--- src/rtl/hcs_pkg.sv ---
// Shared types for the Hamiltonian cycle search block.
// Holds the request and result payload structs and the sequencer states.
// No dependencies.
package hcs_pkg;

    localparam int ROW_WIDTH = 8;
    localparam int ROW_INDEX_WIDTH = 3;
    localparam int VERTEX_OUT_WIDTH = 3;

    typedef struct packed {
        logic [ROW_INDEX_WIDTH-1:0] row_index;
        logic [ROW_WIDTH-1:0]       row_bits;
        logic                       last_row;
    } t_req;

    typedef struct packed {
        logic                        found;
        logic [VERTEX_OUT_WIDTH-1:0] vertex;
        logic                        last;
    } t_res;

    typedef enum logic [1:0] {
        S_IDLE,
        S_SEARCH,
        S_EMIT
    } t_state;

endpackage

--- src/rtl/hcs_adj.sv ---
// Adjacency matrix storage and edge lookup for the Hamiltonian cycle search.
// Depends on hcs_pkg for the row widths.
module hcs_adj
    import hcs_pkg::*;
#(
    parameter int NUM_VERTICES = 8
) (
    input  logic                               i_clk,
    input  logic                               i_wr_en,
    input  logic [ROW_INDEX_WIDTH-1:0]         i_wr_row,
    input  logic [ROW_WIDTH-1:0]               i_wr_bits,
    input  logic [$clog2(NUM_VERTICES)-1:0]    i_from,
    input  logic [$clog2(NUM_VERTICES+1)-1:0]  i_to,
    output logic                               o_edge
);

    localparam int VW = $clog2(NUM_VERTICES);
    localparam int CW = $clog2(NUM_VERTICES + 1);
    localparam int ROWS = (NUM_VERTICES < ROW_WIDTH) ? NUM_VERTICES : ROW_WIDTH;
    localparam int RW = $clog2(ROWS);

    logic [ROW_WIDTH-1:0] r_rows [ROWS];
    logic [ROW_INDEX_WIDTH:0] wr_ext;
    logic [VW+ROW_INDEX_WIDTH:0] from_ext;
    logic [CW+ROW_INDEX_WIDTH-1:0] to_ext;
    logic [ROW_WIDTH-1:0] row_rd;

    assign wr_ext = {1'b0, i_wr_row};
    assign from_ext = {{(ROW_INDEX_WIDTH+1){1'b0}}, i_from};
    assign to_ext = {{ROW_INDEX_WIDTH{1'b0}}, i_to};

    always_ff @(posedge i_clk) begin
        if (i_wr_en && (wr_ext < (ROW_INDEX_WIDTH+1)'(ROWS))) begin
            r_rows[wr_ext[RW-1:0]] <= i_wr_bits;
        end
    end

    always_comb begin
        row_rd = r_rows[from_ext[RW-1:0]];
        o_edge = (from_ext < (VW+ROW_INDEX_WIDTH+1)'(ROWS))
              && (to_ext < (CW+ROW_INDEX_WIDTH)'(ROW_WIDTH))
              && row_rd[to_ext[ROW_INDEX_WIDTH-1:0]];
    end

endmodule

--- src/rtl/hamiltonian_cycle_search.sv ---
// Top level of the Hamiltonian cycle search block.
// Depends on hcs_pkg and hcs_adj.
//
// Usage: a request is taken at a rising edge with start high and busy low.
// Each request stores one adjacency row (rows at or above NUM_VERTICES are
// dropped). A request with last_row set stores its row and then starts a
// depth-first search from vertex 0; busy stays high through the search and
// drops in the cycle that carries its final result. Row loads are taken back
// to back. The search tests one candidate vertex per cycle in a single edge
// and visited check, so its length depends on the graph and grows with each
// candidate tried, backtrack and closing-edge check. A found cycle leaves as
// NUM_VERTICES + 1 back-to-back results (the path from vertex 0 and then
// vertex 0 again, the final one with last set); otherwise a single result
// with found clear and last set is sent. Each result is on o_res for exactly
// one cycle with o_strobe high; the receiver cannot stall it. A synchronous
// reset returns the sequencer to idle and resets the depth, candidates,
// visited set and strobe; path, result and adjacency rows keep what they held.
module hamiltonian_cycle_search
    import hcs_pkg::*;
#(
    parameter int NUM_VERTICES = 8
) (
    input  logic i_clk,
    input  logic i_rst_n,
    input  logic start,
    input  t_req i_req,
    output logic busy,
    output logic o_strobe,
    output t_res o_res
);

    localparam int VW = $clog2(NUM_VERTICES);
    localparam int CW = $clog2(NUM_VERTICES + 1);
    localparam logic [CW-1:0] NV = CW'(NUM_VERTICES);
    localparam logic [CW-1:0] ONE = CW'(1);

    t_state r_state, n_state;
    logic [CW-1:0] r_depth, n_depth;
    logic [CW-1:0] r_cand [NUM_VERTICES];
    logic [CW-1:0] n_cand [NUM_VERTICES];
    logic [VW-1:0] r_path [NUM_VERTICES];
    logic [VW-1:0] n_path [NUM_VERTICES];
    logic [NUM_VERTICES-1:0] r_visited, n_visited;
    logic [CW-1:0] r_emit, n_emit;
    logic r_strobe, n_strobe;
    t_res r_res, n_res;

    logic accept;
    logic [VW-1:0] path_addr;
    logic [VW-1:0] path_rd;
    logic [CW-1:0] cand_rd;
    logic [CW-1:0] test_to;
    logic edge_ok;
    logic [VW+VERTEX_OUT_WIDTH-1:0] path_ext;
    logic [CW-1:0] depth_m1;

    assign accept = start && !busy;
    assign busy = (r_state != S_IDLE);
    assign o_strobe = r_strobe;
    assign o_res = r_res;

    assign depth_m1 = r_depth - ONE;
    assign path_addr = (r_state == S_EMIT) ? r_emit[VW-1:0] : depth_m1[VW-1:0];
    assign path_rd = r_path[path_addr];
    assign cand_rd = r_cand[r_depth[VW-1:0]];
    assign test_to = (r_depth < NV) ? cand_rd : '0;
    assign path_ext = {{VERTEX_OUT_WIDTH{1'b0}}, path_rd};

    hcs_adj #(
        .NUM_VERTICES(NUM_VERTICES)
    ) u_adj (
        .i_clk    (i_clk),
        .i_wr_en  (accept),
        .i_wr_row (i_req.row_index),
        .i_wr_bits(i_req.row_bits),
        .i_from   (path_rd),
        .i_to     (test_to),
        .o_edge   (edge_ok)
    );

    always_ff @(posedge i_clk) begin
        if (!i_rst_n) begin
            r_state <= S_IDLE;
            r_depth <= ONE;
            r_visited <= NUM_VERTICES'(1);
            r_emit <= '0;
            r_strobe <= 1'b0;
            for (int i = 0; i < NUM_VERTICES; i++) begin
                r_cand[i] <= ONE;
            end
        end else begin
            r_state <= n_state;
            r_depth <= n_depth;
            r_visited <= n_visited;
            r_emit <= n_emit;
            r_strobe <= n_strobe;
            r_cand <= n_cand;
        end
    end

    always_ff @(posedge i_clk) begin
        r_path <= n_path;
        r_res <= n_res;
    end

    always_comb begin
        n_state = r_state;
        n_depth = r_depth;
        n_cand = r_cand;
        n_path = r_path;
        n_visited = r_visited;
        n_emit = r_emit;
        n_strobe = 1'b0;
        n_res = r_res;

        case (r_state)
            S_IDLE: begin
                if (accept && i_req.last_row) begin
                    n_state = S_SEARCH;
                    n_depth = ONE;
                    n_visited = NUM_VERTICES'(1);
                    n_emit = '0;
                    n_path[0] = '0;
                    for (int i = 0; i < NUM_VERTICES; i++) begin
                        n_cand[i] = ONE;
                    end
                end
            end
            S_SEARCH: begin
                if (r_depth >= NV) begin
                    if (edge_ok) begin
                        n_state = S_EMIT;
                        n_emit = '0;
                    end else begin
                        n_depth = NV - ONE;
                        n_visited[path_rd] = 1'b0;
                    end
                end else if (cand_rd < NV) begin
                    n_cand[r_depth[VW-1:0]] = cand_rd + ONE;
                    if (edge_ok && !r_visited[cand_rd[VW-1:0]]) begin
                        n_path[r_depth[VW-1:0]] = cand_rd[VW-1:0];
                        n_visited[cand_rd[VW-1:0]] = 1'b1;
                        n_depth = r_depth + ONE;
                        if ((r_depth + ONE) < NV) begin
                            n_cand[r_depth[VW-1:0] + VW'(1)] = ONE;
                        end
                    end
                end else begin
                    n_cand[r_depth[VW-1:0]] = ONE;
                    if (r_depth <= ONE) begin
                        n_state = S_IDLE;
                        n_strobe = 1'b1;
                        n_res.found = 1'b0;
                        n_res.vertex = '0;
                        n_res.last = 1'b1;
                    end else begin
                        n_depth = depth_m1;
                        n_visited[path_rd] = 1'b0;
                    end
                end
            end
            S_EMIT: begin
                n_strobe = 1'b1;
                n_res.found = 1'b1;
                if (r_emit >= NV) begin
                    n_res.vertex = '0;
                    n_res.last = 1'b1;
                    n_state = S_IDLE;
                end else begin
                    n_res.vertex = (r_emit == '0) ? '0 : path_ext[VERTEX_OUT_WIDTH-1:0];
                    n_res.last = 1'b0;
                    n_emit = r_emit + ONE;
                end
            end
            default: begin
                n_state = S_IDLE;
            end
        endcase
    end

endmodule

--- config.mk ---
export PLATFORM = sky130hd
export DESIGN_NAME = hamiltonian_cycle_search
export DESIGN_NICKNAME = d
export VERILOG_FILES = /design/src/rtl/hcs_pkg.sv /design/src/rtl/hcs_adj.sv /design/src/rtl/hamiltonian_cycle_search.sv
export SDC_FILE = /design/constraint.sdc
export NUM_CORES = 1
export LEC_CHECK = 0
export BUFFER_PORTS_ARGS = -buffer_cell sky130_fd_sc_hd__buf_2
export CAP_MARGIN = 20
export CORE_UTILIZATION = 60
export DETAILED_ROUTE_END_ITERATION = 8
export GPL_ROUTABILITY_DRIVEN = 1
export PLACE_DENSITY = 0.85
export SYNTH_ARGS = -nofsm -noshare
export SYNTH_HDL_FRONTEND = slang
export SYNTH_SLANG_ARGS = --single-unit
--- constraint.sdc ---
create_clock -name i_clk -period 7.1 [get_ports i_clk]
set_input_delay 0 -clock i_clk [delete_from_list [all_inputs] [get_ports i_clk]]
set_output_delay 0 -clock i_clk [all_outputs]
set_load 0.05 [all_outputs]
# --- Word level (Yosys, flattened, before mapping) ---
# Memories as Yosys holds them, arrays and structs flattened.
# Index checks and enable logic that the tools add are counted.
word_totals:
  memories: 1
  reg_bits: 80
  inputBits: 15
  elab_cells: 178
  ram_bits: 64
  out_inout_bits: 7
memory_table:
  columns: ["name", "depth", "word_bits", "rd", "rd_ports_with_merged_regs", "wr", "line", "source"]
  rows:
  - ["u_adj.r_rows", 8, 8, 1, 0, 1, "hcs_adj.sv:22", "logic [ROW_WIDTH-1:0] r_rows [ROWS];"]
classes:
  addsub: 5
  n_bitwise: 13
  n_reduce_logical: 25
  eq_ne: 18
  n_lt_le_gt_ge: 19
  mux: 73
ops:
  columns: ["cell", "count"]
  rows:
  - ["32-bit two-way mux", 5]
  - ["24-bit two-way mux", 3]
  - ["4-bit two-way mux", 16]
  - ["32-bit case mux with 2 select lines", 1]
  - ["24-bit bitwise AND", 2]
  - ["8-bit two-way mux", 6]
  - ["24-bit inverter", 2]
  - ["32-bit bitwise mux", 1]
  - ["24-bit bitwise mux", 1]
  - ["4-bit demux with 3-bit select", 2]
  - ["8-bit OR", 3]
  - ["4-bit greater-or-equal comparator, second input constant", 5]
  - ["3-bit by 4-bit less-than comparator with 1-bit output, second input constant", 5]
  - ["5-bit AND reduction", 4]
  - ["3-bit two-way mux", 6]
  - ["2-bit != test, second input constant", 9]
  - ["4-bit less-than comparator, second input constant", 4]
  - ["8-bit case mux with 2 select lines", 1]
  - ["5-bit two-way mux", 3]
  - ["4-bit by 1-bit adder with 4-bit output, second input constant", 3]
  - ["4-bit binary-select mux with 3-bit select", 1]
  - ["2-bit two-way mux", 6]
  - ["3-bit != test, second input constant", 4]
  - ["3-bit inverter with 4-bit output", 3]
  - ["31 further kinds", 57]

# --- Depth between registers and ports, before layout ---
# Gate-level depths: netlist (run 1).
depth:
  ltp_word: 16
  depth_mapped: 17
  ltp_nobuf: 13

# --- Hierarchy ---
# From an unflattened synthesis (run 1), not the netlist that was laid out.
hier_totals:
  hier_cells: 547
  area_unflattened_um2: 6812.8
by_module_without_submodules:
  columns: ["module", "area_each_um2", "seq_area_each_um2", "instances", "cells_each"]
  rows:
  - ["hamiltonian_cycle_search", 4282.9, 1891.8, 1, 431]
  - ["hcs_adj", 2529.9, 1921.8, 1, 116]

# --- Least setup slack after synthesis (run 1) ---
# No wires, ideal clock.
synth_timing:
  path_kind: "reg2reg"
  startpoint: "reg r_depth[0]"
  endpoint: "reg (tool-made name)"
  arrival_time_ns: 4.121
  slack_ns: 2.659
  path_stages_with_launch: 17
  setup_ns: 0.319
  required_time_ns: 6.781
  synth_period_minus_slack_ns: 4.441
  n_path_buf: 3
  path_cell_list: "dfxtp_1 > buf_6 > clkinv_1 > ha_1 > and2b_4 > nor2_2 > mux4_2 > mux2_4 > buf_6 > mux2i_1 > a2111oi_0 > a221oi_2 > o31a_1 > a21oi_2 > buf_4 > nand2_1 > nor2_1"
synth_rtl:
  columns: ["element", "line", "source"]
  rows:
  - ["start, declared", "hamiltonian_cycle_search.sv:38", "logic [CW-1:0] r_depth, n_depth;"]
  - ["start signal, assigned", "hamiltonian_cycle_search.sv:93", "r_depth <= n_depth;"]

# --- Worst setup path after layout (run 1) ---
layout_timing:
  startpoint: "reg r_depth[1]"
  endpoint: "reg r_visited[0]"
layout_via:
  elab_chain_len: 16
  elab_cells_between_ends: 49
  classes_between: "1 x add/sub; 10 x order compare; 3 x eq/ne; 22 x mux; 5 x bitwise; 7 x reduce/logical; 1 x memory"
layout_lines:
  columns: ["element", "line", "source"]
  rows:
  - ["4-bit by 1-bit subtractor with 4-bit output", "hamiltonian_cycle_search.sv:62", "assign depth_m1 = r_depth - ONE;"]
  - ["3-bit two-way mux", "hamiltonian_cycle_search.sv:63", "assign path_addr = (r_state == S_EMIT) ? r_emit[VW-1:0] : depth_m1[VW-1:0];"]
  - ["3-bit inverter with 4-bit output (implied by the code)", "hamiltonian_cycle_search.sv:64", "assign path_rd = r_path[path_addr];"]
  - ["3-bit binary-select mux with 3-bit select", "hamiltonian_cycle_search.sv:64", null]
  - ["3-bit two-way mux (implied by the code) (2 in series)", "hamiltonian_cycle_search.sv:64", null]
  - ["3-bit by 4-bit less-than comparator with 1-bit output or 3-bit by 1-bit greater-or-equal comparator with 1-bit output (tied branches)", "hcs_adj.sv:40, hamiltonian_cycle_search.sv:136, hamiltonian_cycle_search.sv:158", null]
  - ["1-bit logical AND (implied by the code)", "hamiltonian_cycle_search.sv:136, hamiltonian_cycle_search.sv:158", null]
  - ["1-bit two-way mux (implied by the code)", "hamiltonian_cycle_search.sv:136, hamiltonian_cycle_search.sv:158", null]
  - ["1-bit demux with 3-bit select", "hamiltonian_cycle_search.sv:136, hamiltonian_cycle_search.sv:158", null]
  - ["8-bit inverter (no line)", null, null]
  - ["8-bit bitwise AND (no line)", null, null]
  - ["8-bit two-way mux", "hamiltonian_cycle_search.sv:150", "if (r_depth <= ONE) begin"]
  - ["8-bit two-way mux", "hamiltonian_cycle_search.sv:138", "end else if (cand_rd < NV) begin"]
  - ["8-bit two-way mux", "hamiltonian_cycle_search.sv:130", "if (r_depth >= NV) begin"]
  - ["8-bit case mux with 2 select lines", "hamiltonian_cycle_search.sv:116", "case (r_state)"]
  - ["end signal, assigned", "hamiltonian_cycle_search.sv:94", "r_visited <= n_visited;"]
  - ["end, declared", "hamiltonian_cycle_search.sv:43", "logic [NUM_VERTICES-1:0] r_visited, n_visited;"]
# Parallel ways exist; a longest one is shown, timed or not. The select of a mux whose other input is x is not followed.
# A chain may end at the register's enable or synchronous reset.

==> summary.txt, run 1 <==
Run status
  • Outcome: finished, final reports clean

Yosys
  • Ys flop type: edfxtp_1
  • Most common cell in the netlist: edfxtp_1
  • Most frequent cells after synthesis: edfxtp_1 (93), nand2_1 (60), nor2_1 (55)
  • Asr flop ratio synth: 0
  • Mean area per synthesized cell: 10.91 µm²
  • Area contributors post-synth: edfxtp_1 (38%), dfxtp_1 (14%), nand2_1 (3.1%)
  • Synth area leader: edfxtp_1
  • Net Count, Synth: 700
  • EDFF count, synth: 93
  • Seq/Total Area, Yosys: 0.5177
  • Distinct cells, synth: 89
  • Yosys warnings: 0
  • FF+latch count, synth: 144
  • Synthesized instance count: 675
  • Syn Std Cell Area: 7367 µm²
  • Synth top area share: 0.3791

Finish
  • Share of cells above drive strength 1: 0.1429
  • Fin util: 0.6847
  • Non-Filler Instances: 854
  • Layout net count: 719
  • ANT cells: 0
  • Final Cell Area: 8224 µm²
  • Final-layout fill cell count: 833
  • P&R area growth vs syn: 11.63%

Power
  • Power density cells: 456.3 nW/µm²
  • Pwr Total: 3.753 mW
  • Leak: 2.879 nW
  • Peak VDD IR: 0.0002434 V

STA
  • Fmax achieved: 174.7 MHz
  • Final hold violations: 0
  • Unrepaired setup endpoints after global routing: no
  • Period utilization: 0.8062
  • Worst setup margin: 1.376 ns
  • Worst hold margin: 0.1068 ns
  • Final max-slew violation count: 0
  • Final min period: 5.724 ns
  • Setup TNS: 0 ns
  • Actual slew at the worst max-slew pin: 1.061 ns
  • Slew margin rel.: 0.2899
  • Setup Skew: 0.01334 ns
  • Final setup viols: 0

Route
  • DRC errors left: 0
  • Drt pass-1 iters: 6
  • Via count: 6053
  • Wirelength, routed: 19.68 mm
  • WL/cell: 23.05 µm
  • Vias per inst: 7.088
  • DRC marker count from the first detailed-route iteration: 1070
  • Routed Antenna Nets: 0

Placement
  • Buffers added on ports: 21
  • HPWL after DPL: 13.48 mm
  • Routability cong.: 0.9814
  • Setup WS pre-CTS: 1.624 ns
  • Dpl cell area: 7508 µm²
  • Placed Cells: 813

Worst setup path
  • Crit-path max FO: 20
  • Critical Path Slowest Stage Cell: dfxtp_1
  • Worst path arrival time: 6.04 ns
  • CP Class: flop to flop
  • CP required: 7.41 ns
  • Startpoint types: flop
  • Critical path endpoint category: flop
  • Critical-path cell list: inv_1 -> ha_1 -> and2b_4 -> a22oi_1 -> a31oi_1 -> a22o_1 -> nand2_2 -> o221ai_2 -> a221oi_4 -> a211oi_2 -> o21ai_1 -> or4_1 -> a221o_1
  • Slowest stage delay, CP: 0.83 ns

Clock tree
  • Skew-Pair Late Insertion Delay: 0.43 ns
  • H-tree levels: 4
  • Post-CTS sizing: 0
  • CTS tree: yes
  • Clock-pin slew on the worst setup and hold paths: 0.06 ns
  • Clock Root Buffer: clkbuf_16
  • Setup bufs post-CTS: 0
  • CTS max path bufs: 2
  • CTS Sinks: 144
  • Num CTS Buffers: 17

Run
  • Max-Cap Viols: 0

Min path
  • Hold Path Class: primary input to flop

Floorplanning
  • Initial Utilization: 0.6133
  • # IOs: 22
  • Standard-cell rows: 40
  • Chip height: 112.8 µm
  • Die Width: 112.8 µm
  • Core Box Area: 12010 µm²
  • Die area: 12730 µm²

Global routing
  • Gr ovfl total: 0
  • Initial antenna violation count: 0
  • Largest net degree at the start of global routing: 31
  • Vias in the first global route: 5619
  • GRT Util Overall: 0.3196
  • First-pass GRT wire length: 30.08 mm
[worst max-delay path: cells and delay by family (launching register included)]
family	cells	cell delay [ns]
buf+inv	1	0.20
compound gates	8	2.90
simple gates	3	1.01
flops	1	0.83
fa+ha+maj	1	0.65
[cells by family (layout without fill, tap and decap cells)]
family          Yosys count  count (layout)  synth area share
mux                      30              30           0.05656
flops                   144             144            0.5177
xor+xnor                  5               5          0.005944
compound gates          198             198            0.2126
simple gates            219             219            0.1466
fa+ha+maj                10              10           0.01698
buf+inv                  69             101           0.04365
[worst paths after layout]
check                                start            endpoint  slack, ns  cells past startpoint
worst min-delay path             i_req[10]  u_adj.r_rows[5][4]       0.11                      3
worst max register to register  r_depth[1]        r_visited[0]       1.38                     13
worst max-delay path            r_depth[1]        r_visited[0]       1.38                     13
worst min register to register  r_cand[16]          r_cand[16]       0.45                      2
[per-layer routing]
metal  GRT usage  wire length, µm  vias to the layer above
met2      0.4835             8988                      435
met1      0.4159             7594                     2893
met3      0.1061             2325                       82
met5    0.007843                0                        -
li1            -                -                     2643
met4      0.1511              773                        0
[cell type report]
cell class / count / area [µm²] / area share
sequential: 144 / 3814 / 0.4637
multi-input combinational: 462 / 3232 / 0.3930
clock buffer: 20 / 436.7 / 0.05310
timing repair buffer: 38 / 252.7 / 0.03073
clock inverter: 12 / 188.9 / 0.02297
tap: 147 / 183.9 / 0.02236
inverter: 31 / 116.4 / 0.01415
[timing repair]
action | in CTS | in global routing
hold endpoints to repair | 67 | 0
setup endpoints to repair | 0 | 0
hold buffers | 9 | 0
[where the power goes]
part           internal, mW  switching, mW  total, mW  leakage, nW
combinational         0.556           1.24       1.80         1.33
clock                 0.619          0.335      0.953        0.295
sequential            0.963         0.0391       1.00         1.25
[cell usage in the layout, fill, tap and decap left out, drive strengths merged, types with 9 or more instances in the layout]
cell type,count
a21oi,22
nor3,29
clkbuf,20
nand3,12
mux2i,13
mux2,10
nand2b,17
buf,29
a221oi,11
nor2,56
a22oi,13
dfxtp,51
inv,31
edfxtp,93
o21ai,37
nand2,62
dlygate4sd3,9
ha,10
a22o,13
o211ai,16
No activity file was read; power rests on OpenSTA's default activity.
==> inputs of run 2 (changes only) <==
- clock period: 7.1 -> 5.5 ns (I/O delays scaled with it)
==> run 2 against run 1 <==
Effect of this change: via count grew 1.3%; clock power is 23% higher; clock skew fell by 0.0055 ns; routed wire length increased by 0.48%; critical path depth increased by 2; critical path type unchanged.
==> summary.txt, run 2 (synthesized netlist as in run 1, its figures left out) <==
Clock tree
  • CTS max path bufs: 2 (unchanged)
  • Num CTS Buffers: 17 (unchanged)
  • Skew-Pair Late Insertion Delay: 0.43 ns (about the same)
  • H-tree levels: 4 (unchanged)
  • CTS tree: yes (unchanged)
  • Clock Root Buffer: clkbuf_16 (unchanged)
  • Clock-pin slew on the worst setup and hold paths: 0.06 ns (about the same)
  • CTS Sinks: 144 (unchanged)

Floorplanning
  • Standard-cell rows: 40 (unchanged)
  • Die area: 12730 µm² (unchanged)
  • Core Box Area: 12010 µm² (unchanged)
  • Die Width: 112.8 µm (unchanged)
  • Initial Utilization: 0.6133 (unchanged)
  • # IOs: 22 (unchanged)
  • Chip height: 112.8 µm (unchanged)

Route
  • DRC marker count from the first detailed-route iteration: 1207 (was 1070)
  • WL/cell: 23.05 µm (about the same)
  • Drt pass-1 iters: 6 (unchanged)
  • Vias per inst: 7.148 (was 7.088)
  • DRC errors left: 0 (unchanged)
  • Wirelength, routed: 19.78 mm (was 19.68 mm)
  • Via count: 6133 (was 6053)
  • Routed Antenna Nets: 0 (unchanged)

Worst setup path
  • Worst path arrival time: 5.41 ns (was 6.04 ns)
  • Critical path endpoint category: flop (unchanged)
  • Startpoint types: flop (unchanged)
  • Slowest stage delay, CP: 0.63 ns (was 0.83 ns)
  • CP delay by family, top: compound AO/OA/AOI/OAI gates (unchanged)
  • CP Class: flop to flop (unchanged)
  • Critical-path cell list: buf_4 -> inv_1 -> ha_1 -> buf_4 -> and2b_4 -> a22oi_1 -> a31oi_1 -> a22o_1 -> nand2_2 -> o221ai_2 -> a221oi_4 -> a211oi_2 -> o21ai_1 -> or4_1 -> a221o_1 (was inv_1 -> ha_1 -> and2b_4 -> a22oi_1 -> a31oi_1 -> a22o_1 -> nand2_2 -> o221ai_2 -> a221oi_4 -> a211oi_2 -> o21ai_1 -> or4_1 -> a221o_1)
  • Cell mode on critical path: buf_4
  • CP bufs+invs: 3 (was 1)
  • CP required: 5.81 ns (was 7.41 ns)
  • Crit-path max FO: 20 (unchanged)
  • Critical Path Slowest Stage Cell: a22o_1 (was dfxtp_1)

STA
  • Setup TNS: 0 ns (unchanged)
  • Worst hold margin: 0.1265 ns (was 0.1068 ns)
  • Worst setup margin: 0.4061 ns (was 1.376 ns)
  • Period utilization: 0.9262 (was 0.8062)
  • Final max-slew violation count: 0 (unchanged)
  • Final min period: 5.094 ns (was 5.724 ns)
  • Slew margin rel.: 0.2945 (was 0.2899)
  • Unrepaired setup endpoints after global routing: no (unchanged)
  • Setup Skew: 0.007803 ns (was 0.01334 ns)
  • Final hold violations: 0 (unchanged)
  • Actual slew at the worst max-slew pin: 1.054 ns (was 1.061 ns)
  • Fmax achieved: 196.3 MHz (was 174.7 MHz)
  • Final setup viols: 0 (unchanged)

Global routing
  • Met3 GRT Util: 0.06856 (was 0.1061)
  • Largest net degree at the start of global routing: 30 (was 31)
  • Vias in the first global route: 5781 (was 5619)
  • Gr ovfl total: 0 (unchanged)
  • First-pass GRT wire length: 30.88 mm (was 30.08 mm)
  • Met2 GRT Util: 0.5169 (was 0.4835)
  • Initial antenna violation count: 0 (unchanged)
  • GRT Util Overall: 0.3213 (was 0.3196)
  • GR peak layer: met2 (unchanged)
  • Met1 GRT Util: 0.4150 (was 0.4159)

Power
  • Leak: 2.905 nW (was 2.879 nW)
  • Power density cells: 579.8 nW/µm² (was 456.3 nW/µm²)
  • Peak VDD IR: 0.0004067 V (was 0.0002434 V)

Run status
  • Outcome: finished, final reports clean (unchanged)

Finish
  • Most common cell after layout, fill and taps aside: edfxtp_1 (unchanged)
  • Final-layout fill cell count: 856 (was 833)
  • P&R area growth vs syn: 11.94% (was 11.63%)
  • Share of cells above drive strength 1: 0.1547 (was 0.1429)
  • Most frequent cells in the layout: edfxtp_1 (93), nand2_1 (60), nor2_1 (55) (unchanged)
  • ANT cells: 0 (unchanged)
  • Layout net count: 723 (was 719)

Min path
  • Hold Path Class: primary input to flop (unchanged)

Placement
  • Setup WS pre-CTS: 0.5238 ns (was 1.624 ns)
  • HPWL after DPL: 13.37 mm (was 13.48 mm)
  • Routability cong.: 0.9739 (was 0.9814)
  • Buffers added on ports: 21 (unchanged)

Run
  • Max-Cap Viols: 0 (unchanged)
run 2: changes by cell type in the layout (fill, tap and decap cells not counted), moves of 2 or more:
| cell | change |
|---|---|
| inv_4 | +3 |
| clkinvlp_4 | -2 |
| clkinv_1 | -4 |
| clkinv_4 | +3 |
| bufinv_16 | -4 |
| clkbuf_16 | +3 |
| buf_4 | +4 |
run 2: final cells by class:
| cell class | instances | area [µm²] | share of cell area |
|---|---|---|---|
| flip-flops and latches | 144 | 3814 | 0.4624 |
| multi-input cells | 462 | 3234 | 0.3922 |
| clock buffers | 23 | 521.8 | 0.06327 |
| repair buffers | 42 | 287.8 | 0.03490 |
| well taps | 147 | 183.9 | 0.02230 |
| inverters | 31 | 116.4 | 0.01411 |
| clock inverters | 9 | 88.84 | 0.01077 |
run 2: worst paths after layout:
check	endpoint	cells past startpoint	slack (ns)	startpoint
worst min-delay path	u_adj.r_rows[5][0]	3	0.13	i_req[11]
worst max register to register	r_visited[0]	15	0.41	r_depth[1]
worst max-delay path	r_visited[0]	15	0.41	r_depth[1]
worst min register to register	r_cand[0]	2	0.46	r_cand[0]
run 2: layer usage:
metal / wire length (µm) / up-vias / share of wire
li1: - / 2642 / -
met1: 7650 / 2934 / 0.39
met2: 9258 / 470 / 0.47
met3: 2132 / 87 / 0.11
met4: 734 / 0 / 0.037
met5: 0 / - / 0
run 2: what timing repair did:
item | 4_1_cts | 5_1_grt
hold buffers | 10 | 0
gates resized for setup | 0 | 1
endpoints found under the setup margin | 0 | 1
hold endpoints to repair | 70 | 0
buffers inserted | 0 | 0
run 2: where the power goes:
part / switching [mW] / leakage (nW) / total (mW) / internal (mW)
Clock: 0.449 / 0.304 / 1.17 / 0.719
Combinational: 1.61 / 1.35 / 2.33 / 0.729
Sequential: 0.0384 / 1.25 / 1.28 / 1.24
Total: 2.09 / 2.91 / 4.78 / 2.69
run 2: metrics by stage:
stage / utilization / power (mW) / instances / area (µm²)
2_1_floorplan: - / 3.053 / 675 / 7367
3_3_place_gp: 0.6272 / 3.419 / 816 / 7533
3_5_place_dp: 0.6272 / 3.506 / 816 / 7533
4_1_cts: 0.6864 / 4.687 / 858 / 8244
5_1_grt: 0.6866 / 4.963 / 858 / 8247
6_report: 0.6866 / 4.782 / 858 / 8247
run 2: worst reg2reg max path, stage by stage (launching register included):
cell and delay (ns):
dfxtp_1 0.31, buf_4 0.24, inv_1 0.12, ha_1 0.29, buf_4 0.20, and2b_4 0.23
a22oi_1 0.11, a31oi_1 0.36, a22o_1 0.64, nand2_2 0.17, o221ai_2 0.28, a221oi_4 0.12
a211oi_2 0.53, o21ai_1 0.46, or4_1 0.58, a221o_1 0.35
==> inputs of run 3 (changes only) <==
- CORE_UTILIZATION: 60 -> 30
- PLACE_DENSITY: 0.85 -> 0.52
==> run 3 against run 2 <==
Effect of this change: global-route usage shrank 15 points; largest cell class unchanged; via count shrank 6.7%; fmax grew 1.7%; sequential share of layout area shrank 1.2 points; sequential power is essentially flat; highest routed layer unchanged; clock skew is essentially flat; cell count grew 21%.
==> summary.txt, run 3 (synthesized netlist as in run 1, its figures left out) <==
Clock tree
  • CTS Sinks: 144 (unchanged)
  • Clock-pin slew on the worst setup and hold paths: 0.06 ns (about the same)
  • CTS max path bufs: 2 (unchanged)
  • H-tree levels: 4 (unchanged)
  • Clock Root Buffer: clkbuf_16 (unchanged)
  • CTS tree: yes (unchanged)
  • Setup bufs post-CTS: 0 (unchanged)
  • Num CTS Buffers: 17 (unchanged)
  • Skew-Pair Late Insertion Delay: 0.42 ns (was 0.43 ns)

STA
  • Fmax achieved: 199.7 MHz (was 196.3 MHz)
  • Final min period: 5.007 ns (was 5.094 ns)
  • Period utilization: 0.9103 (was 0.9262)
  • Setup Skew: 0.008195 ns (was 0.007803 ns)
  • Final setup viols: 0 (unchanged)
  • Final max-slew violation count: 0 (unchanged)
  • Actual slew at the worst max-slew pin: 1.132 ns (was 1.054 ns)
  • Slew margin rel.: 0.2240 (was 0.2945)
  • Setup TNS: 0 ns (unchanged)
  • Final hold violations: 0 (unchanged)
  • Unrepaired setup endpoints after global routing: no (unchanged)

Worst setup path
  • Launch point of the worst path: r_depth[0] (was r_depth[1])
  • Crit-path max FO: 19 (was 20)
  • Reg2Reg Launch Point: r_depth[0] (was r_depth[1])
  • CP Class: flop to flop (unchanged)
  • Startpoint types: flop (unchanged)
  • CP required: 5.78 ns (was 5.81 ns)
  • Worst path arrival time: 5.28 ns (was 5.41 ns)
  • R2R setup slack: 0.49 ns (was 0.41 ns)
  • Critical path endpoint category: flop (unchanged)

Power
  • Flop pwr share: 0.266 (was 0.268)
  • Cell internal pwr: 2.723 mW (was 2.689 mW)
  • Clock power share: 0.240 (was 0.244)
  • Comb pwr share: 0.494 (was 0.488)
  • Pwr Total: 4.812 mW (was 4.782 mW)
  • Power density cells: 568.0 nW/µm² (was 579.8 nW/µm²)
  • Sw frac: 0.4341 (was 0.4376)
  • Leak: 2.912 nW (was 2.905 nW)
  • Switching power: 2.089 mW (was 2.092 mW)
  • Peak VDD IR: 0.0004066 V (was 0.0004067 V)

Route
  • Via count: 5724 (was 6133)
  • DRC marker count from the first detailed-route iteration: 598 (was 1207)
  • Vias per inst: 5.536 (was 7.148)
  • Wirelength, routed: 20.87 mm (was 19.78 mm)
  • Routed Antenna Nets: 0 (unchanged)
  • Drt pass-1 iters: 5 (was 6)
  • WL/cell: 20.18 µm (was 23.05 µm)
  • DRC errors left: 0 (unchanged)

Placement
  • HPWL after DPL: 14.88 mm (was 13.37 mm)
  • Routability cong.: 0.8649 (was 0.9739)
  • Buffers added on ports: 21 (unchanged)

Floorplanning
  • Standard-cell rows: 56 (was 40)
  • Chip height: 158.7 µm (was 112.8 µm)
  • Core Box Area: 23750 µm² (was 12010 µm²)
  • Die area: 25190 µm² (was 12730 µm²)
  • Die Width: 158.7 µm (was 112.8 µm)
  • Initial Utilization: 0.3102 (was 0.6133)
  • # IOs: 22 (unchanged)

Min path
  • Worst Hold Launch: i_req[10] (was i_req[11])
  • Hold Path Class: primary input to flop (unchanged)

Finish
  • P&R area growth vs syn: 14.98% (was 11.94%)
  • Most common cell after layout, fill and taps aside: edfxtp_1 (unchanged)
  • Share of cells above drive strength 1: 0.1580 (was 0.1547)
  • ANT cells: 0 (unchanged)
  • Layout net count: 728 (was 723)
  • Final-layout fill cell count: 2327 (was 856)
  • Most frequent cells in the layout: edfxtp_1 (93), nand2_1 (60), nor2_1 (55) (unchanged)

Global routing
  • GRT Util Overall: 0.1706 (was 0.3213)
  • First-pass GRT wire length: 33.15 mm (was 30.88 mm)
  • Initial antenna violation count: 0 (unchanged)
  • Gr ovfl total: 0 (unchanged)
  • Largest net degree at the start of global routing: 30 (unchanged)
  • Vias in the first global route: 5631 (was 5781)

Run
  • Max-Cap Viols: 0 (unchanged)

Run status
  • Outcome: finished, final reports clean (unchanged)
[run 3: final timing paths]
check	cells past startpoint	endpoint
setup / recovery	14	r_cand[5]
hold / removal	2	u_adj.r_rows[5][5]
setup reg to reg	14	r_cand[5]
hold reg to reg	2	r_cand[16]
[run 3: critical path, cell delays in order, from the launching register on]
cell and delay [ns]:
dfxtp_1 0.33, clkinv_1 0.21, ha_1 0.44, and2b_4 0.22, nor2_2 0.18, mux4_2 0.59, mux2_4 0.42, mux2i_1 0.15
a2111oi_0 0.58, a221oi_2 0.10, o31a_1 0.19, a21oi_2 0.42, buf_4 0.23, nor4b_1 0.60, o21ai_0 0.20
[run 3: power by group through the flow]
stage	registers, mW	clock network, mW	logic, mW
after floorplan	1.32	0	1.74
after global placement	1.30	0	2.33
after detailed placement	1.30	0	2.34
after CTS	1.28	1.17	2.35
after global routing	1.29	1.20	2.59
final	1.28	1.15	2.38
[run 3: area by class of cell]
class	instances	area (µm²)	area share
clock inverters	12	142.6	0.01684
clock buffers	19	432.9	0.05111
flip-flops and latches	144	3814	0.4502
inverters	31	116.4	0.01374
well taps	319	399.1	0.04712
multi-input cells	462	3239	0.3824
repair buffers	47	326.6	0.03855
[run 3: stage by stage]
step | hold WS, ns | worst slack, ns | std cells | area (µm²) | utilization
detailed placement | 0.2852 | 0.3781 | 993 | 7791 | 0.3280
CTS | 0.05522 | 0.3386 | 1033 | 8457 | 0.3560
floorplan | 0.09887 | 1.059 | 675 | 7367 | -
global placement | 0.2778 | 0.4778 | 993 | 7791 | 0.3280
global route | 0.07360 | 0.1540 | 1034 | 8471 | 0.3566
finish | 0.05504 | 0.4935 | 1034 | 8471 | 0.3566
[run 3: metal layers]
metal  track usage  up-vias  part of all wire
met5             0        -                 0
met1        0.2386     2868              0.49
li1              -     2657                 -
met3       0.03004       27             0.045
met2        0.2656      172              0.45
met4       0.05428        0             0.017
[run 3: repair_timing]
action | CTS | global route
gates resized for setup | 0 | 1
hold buffers | 9 | 0
hold endpoints to repair | 67 | 0
setup endpoints to repair | 0 | 2
